<file path="src/design/anup_pkg.sv">
package anup_pkg;

  // Base codes held in the base_select register
  localparam logic [1:0] BASE_AUTO = 2'd0;
  localparam logic [1:0] BASE_DEC  = 2'd1;
  localparam logic [1:0] BASE_HEX  = 2'd2;
  localparam logic [1:0] BASE_NONE = 2'd3;

  // Character codes the parser reacts to
  localparam logic [7:0] CHAR_NUL = 8'h00;
  localparam logic [7:0] CHAR_LF  = 8'h0a;
  localparam logic [7:0] CHAR_CR  = 8'h0d;
  localparam logic [7:0] CHAR_X   = 8'h78;
  localparam logic [7:0] CHAR_0   = 8'h30;
  localparam logic [7:0] CHAR_9   = 8'h39;
  localparam logic [7:0] CHAR_UA  = 8'h41;
  localparam logic [7:0] CHAR_UF  = 8'h46;
  localparam logic [7:0] CHAR_LA  = 8'h61;
  localparam logic [7:0] CHAR_LF_HEX = 8'h66;

  // Digit value meaning "not a hex digit"
  localparam logic [4:0] DIGIT_NONE = 5'd16;
  localparam logic [4:0] DEC_RADIX  = 5'd10;

  // Queue depth between front and back
  localparam int unsigned QDEPTH = 2;
  localparam int unsigned QPTR_W = $clog2(QDEPTH);
  localparam int unsigned QCNT_W = $clog2(QDEPTH + 1);

  // One classified character
  typedef struct packed {
    logic [4:0] digit;    // 0..15, or DIGIT_NONE
    logic       is_term;  // NUL, LF or CR
    logic       is_x;     // lowercase x
    logic       last;     // last character of the string
  } chr_t;

endpackage

</file>
<file path="src/design/anup_front.sv">
module anup_front import anup_pkg::*; (
  input  logic [7:0] char_code,
  input  logic       end_of_text,
  output chr_t       chr
);

  logic [7:0] lo_off;

  always_comb begin
    lo_off = 8'd0;
    chr.digit = DIGIT_NONE;
    if (char_code inside {[CHAR_0:CHAR_9]}) begin
      lo_off = char_code - CHAR_0;
      chr.digit = lo_off[4:0];
    end else if (char_code inside {[CHAR_UA:CHAR_UF]}) begin
      lo_off = char_code - CHAR_UA + 8'd10;
      chr.digit = lo_off[4:0];
    end else if (char_code inside {[CHAR_LA:CHAR_LF_HEX]}) begin
      lo_off = char_code - CHAR_LA + 8'd10;
      chr.digit = lo_off[4:0];
    end
    chr.is_term = (char_code == CHAR_NUL) || (char_code == CHAR_LF) || (char_code == CHAR_CR);
    chr.is_x    = (char_code == CHAR_X);
    chr.last    = end_of_text;
  end

endmodule

</file>
<file path="src/design/anup_queue.sv">
module anup_queue import anup_pkg::*; (
  input  logic clk,
  input  logic rst_n,
  input  logic push,
  input  chr_t push_data,
  output logic full,
  input  logic pop,
  output logic head_valid,
  output chr_t head_data
);

  chr_t              slot_r [QDEPTH];
  logic [QPTR_W-1:0] wr_ptr_r, wr_ptr_nxt;
  logic [QPTR_W-1:0] rd_ptr_r, rd_ptr_nxt;
  logic [QCNT_W-1:0] count_r, count_nxt;

  assign full       = (count_r == QCNT_W'(QDEPTH));
  assign head_valid = (count_r != '0);
  assign head_data  = slot_r[rd_ptr_r];

  always_comb begin
    wr_ptr_nxt = wr_ptr_r;
    rd_ptr_nxt = rd_ptr_r;
    count_nxt  = count_r;
    if (push) begin
      wr_ptr_nxt = (wr_ptr_r == QPTR_W'(QDEPTH - 1)) ? '0 : wr_ptr_r + 1'b1;
    end
    if (pop) begin
      rd_ptr_nxt = (rd_ptr_r == QPTR_W'(QDEPTH - 1)) ? '0 : rd_ptr_r + 1'b1;
    end
    if (push && !pop) begin
      count_nxt = count_r + 1'b1;
    end else if (pop && !push) begin
      count_nxt = count_r - 1'b1;
    end
  end

  always_ff @(posedge clk) begin
    if (!rst_n) begin
      wr_ptr_r <= '0;
      rd_ptr_r <= '0;
      count_r  <= '0;
    end else begin
      wr_ptr_r <= wr_ptr_nxt;
      rd_ptr_r <= rd_ptr_nxt;
      count_r  <= count_nxt;
    end
  end

  always_ff @(posedge clk) begin
    if (push) begin
      slot_r[wr_ptr_r] <= push_data;
    end
  end

endmodule

</file>
<file path="src/design/anup_back.sv">
module anup_back import anup_pkg::*; (
  input  logic        clk,
  input  logic        rst_n,
  input  logic [1:0]  base_select,
  input  logic        head_valid,
  input  chr_t        head_data,
  output logic        pop,
  output logic        out_valid,
  input  logic        out_ready,
  output logic [31:0] out_parsed_value,
  output logic        out_parse_ok
);

  logic [31:0] acc_r, acc_nxt;
  logic        hex_r, hex_nxt;
  logic [1:0]  pos_r, pos_nxt;
  logic        stop_r, stop_nxt;
  logic        fail_r, fail_nxt;
  logic        out_valid_r, out_valid_nxt;
  logic [31:0] value_r, value_nxt;
  logic        ok_r, ok_nxt;

  logic        radix16;
  logic        bad_digit;
  logic [31:0] acc_scaled;

  assign pop = head_valid && (!out_valid_r || out_ready);

  assign radix16    = (base_select == BASE_HEX) || ((base_select == BASE_AUTO) && hex_r);
  assign bad_digit  = radix16 ? head_data.digit[4] : (head_data.digit >= DEC_RADIX);
  assign acc_scaled = radix16 ? {acc_r[27:0], 4'b0}
                              : ({acc_r[28:0], 3'b0} + {acc_r[30:0], 1'b0});

  always_comb begin
    acc_nxt  = acc_r;
    hex_nxt  = hex_r;
    stop_nxt = stop_r;
    fail_nxt = fail_r;
    pos_nxt  = pos_r;
    if (!stop_r) begin
      if (base_select == BASE_NONE) begin
        acc_nxt  = '0;
        fail_nxt = 1'b1;
        stop_nxt = 1'b1;
      end else if ((base_select == BASE_AUTO) && (pos_r == 2'd1) && (acc_r == '0)
                   && head_data.is_x) begin
        hex_nxt = 1'b1;
      end else if (head_data.is_term) begin
        stop_nxt = 1'b1;
      end else if (bad_digit) begin
        fail_nxt = 1'b1;
        stop_nxt = 1'b1;
      end else begin
        acc_nxt = acc_scaled + {28'b0, head_data.digit[3:0]};
      end
    end
    if (pos_r != 2'd2) begin
      pos_nxt = pos_r + 2'd1;
    end
    value_nxt = value_r;
    ok_nxt    = ok_r;
    if (head_data.last) begin
      value_nxt = acc_nxt;
      ok_nxt    = !fail_nxt;
      acc_nxt   = '0;
      hex_nxt   = 1'b0;
      stop_nxt  = 1'b0;
      fail_nxt  = 1'b0;
      pos_nxt   = '0;
    end
  end

  always_comb begin
    out_valid_nxt = out_valid_r;
    if (pop && head_data.last) begin
      out_valid_nxt = 1'b1;
    end else if (out_ready) begin
      out_valid_nxt = 1'b0;
    end
  end

  always_ff @(posedge clk) begin
    if (!rst_n) begin
      acc_r       <= '0;
      hex_r       <= 1'b0;
      pos_r       <= '0;
      stop_r      <= 1'b0;
      fail_r      <= 1'b0;
      out_valid_r <= 1'b0;
    end else begin
      out_valid_r <= out_valid_nxt;
      if (pop) begin
        acc_r  <= acc_nxt;
        hex_r  <= hex_nxt;
        pos_r  <= pos_nxt;
        stop_r <= stop_nxt;
        fail_r <= fail_nxt;
      end
    end
  end

  always_ff @(posedge clk) begin
    if (pop && head_data.last) begin
      value_r <= value_nxt;
      ok_r    <= ok_nxt;
    end
  end

  assign out_valid        = out_valid_r;
  assign out_parsed_value = value_r;
  assign out_parse_ok     = ok_r;

endmodule

</file>
<file path="src/design/ascii_unsigned_number_parser.sv">
// Flow: a character accepted into the queue is applied by the back end when it pops it;
//   popping a last character registers the result and sets out_valid.
// Throughput: one character per cycle unless a result held for out_ready stalls the
//   back end, set by its combinational shift-and-add by 10 or 16 and the two-entry queue.
// Reset (rst_n low, synchronous): queue empty, parse state cleared, base_select = auto.
module ascii_unsigned_number_parser import anup_pkg::*; (
  input  logic        clk,
  input  logic        rst_n,
  input  logic        cfg_valid,
  output logic        cfg_ready,
  input  logic [1:0]  cfg_data,
  input  logic        in_valid,
  output logic        in_ready,
  input  logic [7:0]  in_char_code,
  input  logic        in_end_of_text,
  output logic        out_valid,
  input  logic        out_ready,
  output logic [31:0] out_parsed_value,
  output logic        out_parse_ok
);

  logic [1:0] base_select_r;
  chr_t       front_chr;
  chr_t       head_chr;
  logic       q_full;
  logic       q_push;
  logic       q_pop;
  logic       q_valid;

  // Config beat always taken; write it only while the block is idle (not enforced)
  assign cfg_ready = 1'b1;

  always_ff @(posedge clk) begin
    if (!rst_n) begin
      base_select_r <= BASE_AUTO;
    end else if (cfg_valid) begin
      base_select_r <= cfg_data;
    end
  end

  // Front end: classify the character of each accepted beat
  anup_front u_front (
    .char_code   (in_char_code),
    .end_of_text (in_end_of_text),
    .chr         (front_chr)
  );

  // Accept a beat whenever the queue has a free slot
  assign in_ready = !q_full;
  assign q_push   = in_valid && !q_full;

  anup_queue u_queue (
    .clk        (clk),
    .rst_n      (rst_n),
    .push       (q_push),
    .push_data  (front_chr),
    .full       (q_full),
    .pop        (q_pop),
    .head_valid (q_valid),
    .head_data  (head_chr)
  );

  // Back end: advance the accumulator, hold the result until taken
  anup_back u_back (
    .clk              (clk),
    .rst_n            (rst_n),
    .base_select      (base_select_r),
    .head_valid       (q_valid),
    .head_data        (head_chr),
    .pop              (q_pop),
    .out_valid        (out_valid),
    .out_ready        (out_ready),
    .out_parsed_value (out_parsed_value),
    .out_parse_ok     (out_parse_ok)
  );

endmodule
</file>
<file path="config.mk">
export PLATFORM = sky130hd
export DESIGN_NAME = ascii_unsigned_number_parser
export DESIGN_NICKNAME = d
export VERILOG_FILES = /design/src/design/anup_pkg.sv /design/src/design/anup_front.sv /design/src/design/anup_queue.sv /design/src/design/anup_back.sv /design/src/design/ascii_unsigned_number_parser.sv
export SDC_FILE = /design/constraint.sdc
export NUM_CORES = 1
export LEC_CHECK = 0
export ABC_AREA = 1
export BUFFER_PORTS_ARGS = -buffer_cell sky130_fd_sc_hd__clkbuf_2
export CAP_MARGIN = 20
export CORE_ASPECT_RATIO = 1.25
export CORE_MARGIN = 4
export CORE_UTILIZATION = 50
export CTS_CLUSTER_DIAMETER = 60
export DETAILED_ROUTE_END_ITERATION = 6
export GPL_TIMING_DRIVEN = 0
export PLACE_DENSITY = 0.69
export SYNTH_ARGS = -nofsm -noshare
export SYNTH_HDL_FRONTEND = slang
export SYNTH_HIERARCHICAL = 1
export SYNTH_SLANG_ARGS = --single-unit
</file>
<file path="constraint.sdc">
create_clock -name clk -period 3.99 [get_ports clk]
set_clock_uncertainty 0.15 [all_clocks]
set_input_delay 0.1995 -clock clk [delete_from_list [all_inputs] [get_ports clk]]
set_output_delay 0.1995 -clock clk [all_outputs]
set_load 0.01 [all_outputs]
</file>
==> results.md <==
* Initial antenna violation count at 0
* Fillers at 1663
* CP peak stage delay at 430 ps
* Critical path, cell by cell: nor2_2 > nor2_4 > nor2_1 > ha_1 > a21o_1 > nand3_4 > nor2_2 > nand2_2 > nor2_4 > nand4_4 > nor3_1 > nand2_1 > xnor2_1 > nand2_1 > nand2_1 > nand2_1 > nand2_1 > a21oi_1
* Grt ovf at 0
* DRC errors left at 0
* Placed Cells at 1524
* Nets at between 1k and 1.5k
* Initial Util at 50.7%
* Post-CTS Setup Inserts at 0
* Flop pwr share at between 30% and 40%
* Total Routed Length at 22600 microns
* Library cells used by synthesis at between 40 and 50
* Final Hold Viols at 0
* Kind of critical path: flop to flop
* Yosys warns at 6
* VDD IR max at approximately 460 uV
* Slew @ Worst Pin at between 700 and 800 ps
* Fmax at approximately 280 MHz
* Slew headroom at 52.4%
* Worst setup EP type: flop
* Startpoint types: flop
* Final Core Density at 56.0%
* Post-Syn Area at about 8000 sq um
* Fin. max-slew vios at 0
* Num ports at 52
* P_int at about 0.0023 W
* #FFs+latches synth at 94
* Max_cap viols at 0
* CP bufs+invs at 0
* Commonest non-fill, non-tap cells in the layout: 416 x nand2_1, 184 x inv_1, 106 x nor2_1
* Port bufs at 49
* Die ar. at approximately 18000 sq um
* Initial DRC Count at between 600 and 700
* Worst min-delay path category: input port to flop
* Clk buf depth at 2
* Synth Area in Adders at roughly 6.3%
* Post-synthesis simple-gate area fraction at about two fifths
* Finished Layout Cells at 1543
* Syn-to-layout area delta at 10.6%
* Commonest non-fill, non-tap cell in the layout: nand2_1
* Clock transition at the registers of the reported paths at around 70 ps
* Switch Pwr at between 0.0015 and 0.002 W
* Power Dens Cells at 446 nW/um^2
* Largest family of logic cells by synthesized area: simple AND/OR/NAND/NOR gates
* Switching Share at between 40% and 50%
* DR vias/cell at approximately 5.2
* Die Width at ~120 microns
* Antenna Violating Nets Remaining at 0
* Ant. Diodes at 0
* Synthesized area per cell at between 6 and 7 sq um
* Largest net degree at the start of global routing at 32
* Setup TNS at 0 ps
* Via count at between 7k and 8k
* Die Height at roughly 150 microns
* Most frequent CP cell: nand2_1
* RSZ-0062 raised after global routing: no
* Syn nets at approximately 1.3k
* Top FF cell, synth: edfxtp_1
* Final period utilization at between 80 and 90%
* Slowest cell on crit path: dfxtp_1
* Post-synthesis mux area share at between 1 and 1.5%
* Gate power share at around 44%
* XOR/XNOR Fraction of Synth Area at under 10%
* Wirelength per Cell at about 15 microns
* Gr usage total at roughly 25%
* Setup Viol. Count Final at 0
* Root Buffer: clkbuf_16
* Num CTS Buffers at 9
* Complex-gate fraction of the synthesized area at approximately a tenth
* CTS tree: built
* Synth Instances at 1258
* Top delay family on crit path: simple AND/OR/NAND/NOR gates
* Async S/R FF share, synth at 0%
* FP Rows at 52
* Leakage at 4.24 nW
* Clock share of power at around 21%
* H-tree levels at 3
* Required time of the critical path at roughly 4100 ps
* First-pass GRT wire length at between 30000 and 40000 microns
* Core Box Area at between 15000 and 20000 sq um
* Number of global-route vias before repair at approximately 7.3k
* TritonRoute pass-1 iters at 5
* Clock Latency Late Sink at ~340 ps
* Layout cells sized above 1 at 14.9%
* Crit path DAT at about 3600 ps
* Period minus WS final at between 3000 and 4000 ps
* Post-synth EDFFs at about 50
* Post-DP HPWL at around 18000 microns
* CTS Sinks at 94
* Hold slack final at between 50 and 60 ps
* GP Congestion at between 0.9 and 1
* Outcome: complete, no violations
* Register area share after synthesis at 29.0%
* Worst-path fanout max at 16
-- cell type report --
| type | count | area (sq um) | area share [%] |
|---|---|---|---|
| repair buffers | 54 | 305 | 3.38 |
| multi-input cells | 928 | 4880 | 53.9 |
| clock buffers | 12 | 236 | 2.61 |
| inverters | 205 | 771 | 8.52 |
| plain buffers | 30 | 161 | 1.78 |
| flip-flops and latches | 94 | 2370 | 26.2 |
| clock inverters | 4 | 48.8 | 0.540 |
| well taps | 216 | 270 | 2.99 |
-- cell families (layout without fill, tap and decap cells) --
logic type / after synthesis / after routing
AND/OR/NAND/NOR: 724 / 724
buffers and inverters: 236 / 305
AO/OA/AOI/OAI: 138 / 138
flip-flops: 94 / 94
adder cells (fa/ha/maj): 40 / 40
XOR/XNOR: 17 / 17
multiplexers: 8 / 8
other: 1 / 1
-- registers in the layout (all words and copies together) (netlist names), named ones only --
register                 count
u_back/acc_r                32
u_back/out_parsed_value     32
u_queue/slot_r              16
base_select_r                2
u_back/pos_r                 2
u_queue/count_r              2
u_back/fail_r                1
u_back/hex_r                 1
u_back/out_parse_ok          1
u_back/out_valid             1
u_back/stop_r                1
u_queue/rd_ptr_r             1
u_queue/wr_ptr_r             1
-- final timing paths --
kind | startpoint | to | slack, ps | cells past startpoint
worst max-delay path | base_select_r[1] | u_back/acc_r[17] | 480 | 18
worst min-delay path | rst_n | base_select_r[0] | 50 | 3
worst max register to register | base_select_r[1] | u_back/acc_r[17] | 480 | 18
worst min register to register | u_back/acc_r[31] | u_back/acc_r[31] | 340 | 2
-- power by group through the flow --
| stage | registers [W] | logic, W | clock network [W] |
|---|---|---|---|
| after floorplan | 0.00146 | 0.00114 | 0 |
| after global placement | 0.00144 | 0.00171 | 0 |
| after detailed placement | 0.00143 | 0.00177 | 0 |
| after CTS | 0.00141 | 0.00179 | 0.000851 |
| after global routing | 0.00143 | 0.00197 | 0.000887 |
| final | 0.00141 | 0.00179 | 0.000833 |
-- synth_stat cells, types with 4 or more instances --
| cell type | n | area, sq um |
|---|---|---|
| a21oi_1 | 70 | 350 |
| a21oi_2 | 7 | 61.3 |
| and2_1 | 4 | 25.0 |
| buf_2 | 9 | 45.0 |
| buf_4 | 4 | 30.0 |
| clkbuf_1 | 14 | 52.6 |
| clkinv_1 | 4 | 15.0 |
| dfxtp_1 | 45 | 901 |
| edfxtp_1 | 49 | 1470 |
| ha_1 | 38 | 475 |
| inv_1 | 184 | 691 |
| inv_2 | 16 | 60.1 |
| mux2_4 | 8 | 120 |
| nand2_1 | 416 | 1560 |
| nand2_2 | 35 | 219 |
| nand2_4 | 4 | 45.0 |
| nand3_1 | 75 | 375 |
| nand3_2 | 7 | 70.1 |
| nand3b_1 | 8 | 60.1 |
| nand4_1 | 16 | 100 |
| nor2_1 | 107 | 402 |
| nor2_2 | 17 | 106 |
| nor2_4 | 12 | 135 |
| nor3_1 | 11 | 55.1 |
| nor4_1 | 4 | 25.0 |
| o21ai_0 | 29 | 145 |
| o21ai_1 | 6 | 30.0 |
| o21ai_2 | 5 | 43.8 |
| o22ai_1 | 5 | 31.3 |
| xnor2_1 | 6 | 52.6 |
| xor2_1 | 11 | 96.3 |
-- through the flow --
stage | setup slack (ps) | total power [W] | cell area, sq um
6_report | 481 | 0.00404 | 9040
5_1_grt | 213 | 0.00428 | 9040
4_1_cts | 162 | 0.00404 | 9050
3_5_place_dp | 209 | 0.00320 | 8720
3_3_place_gp | 2.13 | 0.00315 | 8690
2_1_floorplan | 983 | 0.00261 | 8180
-- worst min-delay path, cell delays in order --
cell and delay (ps):
clkbuf_2 160, nand2_1 100, nor2_1 30
-- layer usage --
layer  wire length (microns)  share of wire [%]  GRT usage, %
met3                    1430                6.3          3.03
met4                     850                3.8          10.3
met5                       0                  0             0
met1                    9080                 40          29.7
met2                   11200                 50          44.6
-- timing repair --
action	4_1_cts	5_1_grt
hold buffers	4	0
gates resized for setup	0	0
endpoints found under the hold margin	4	0
setup endpoints to repair	0	3
Note: power is estimated with default switching activity, not from simulation.
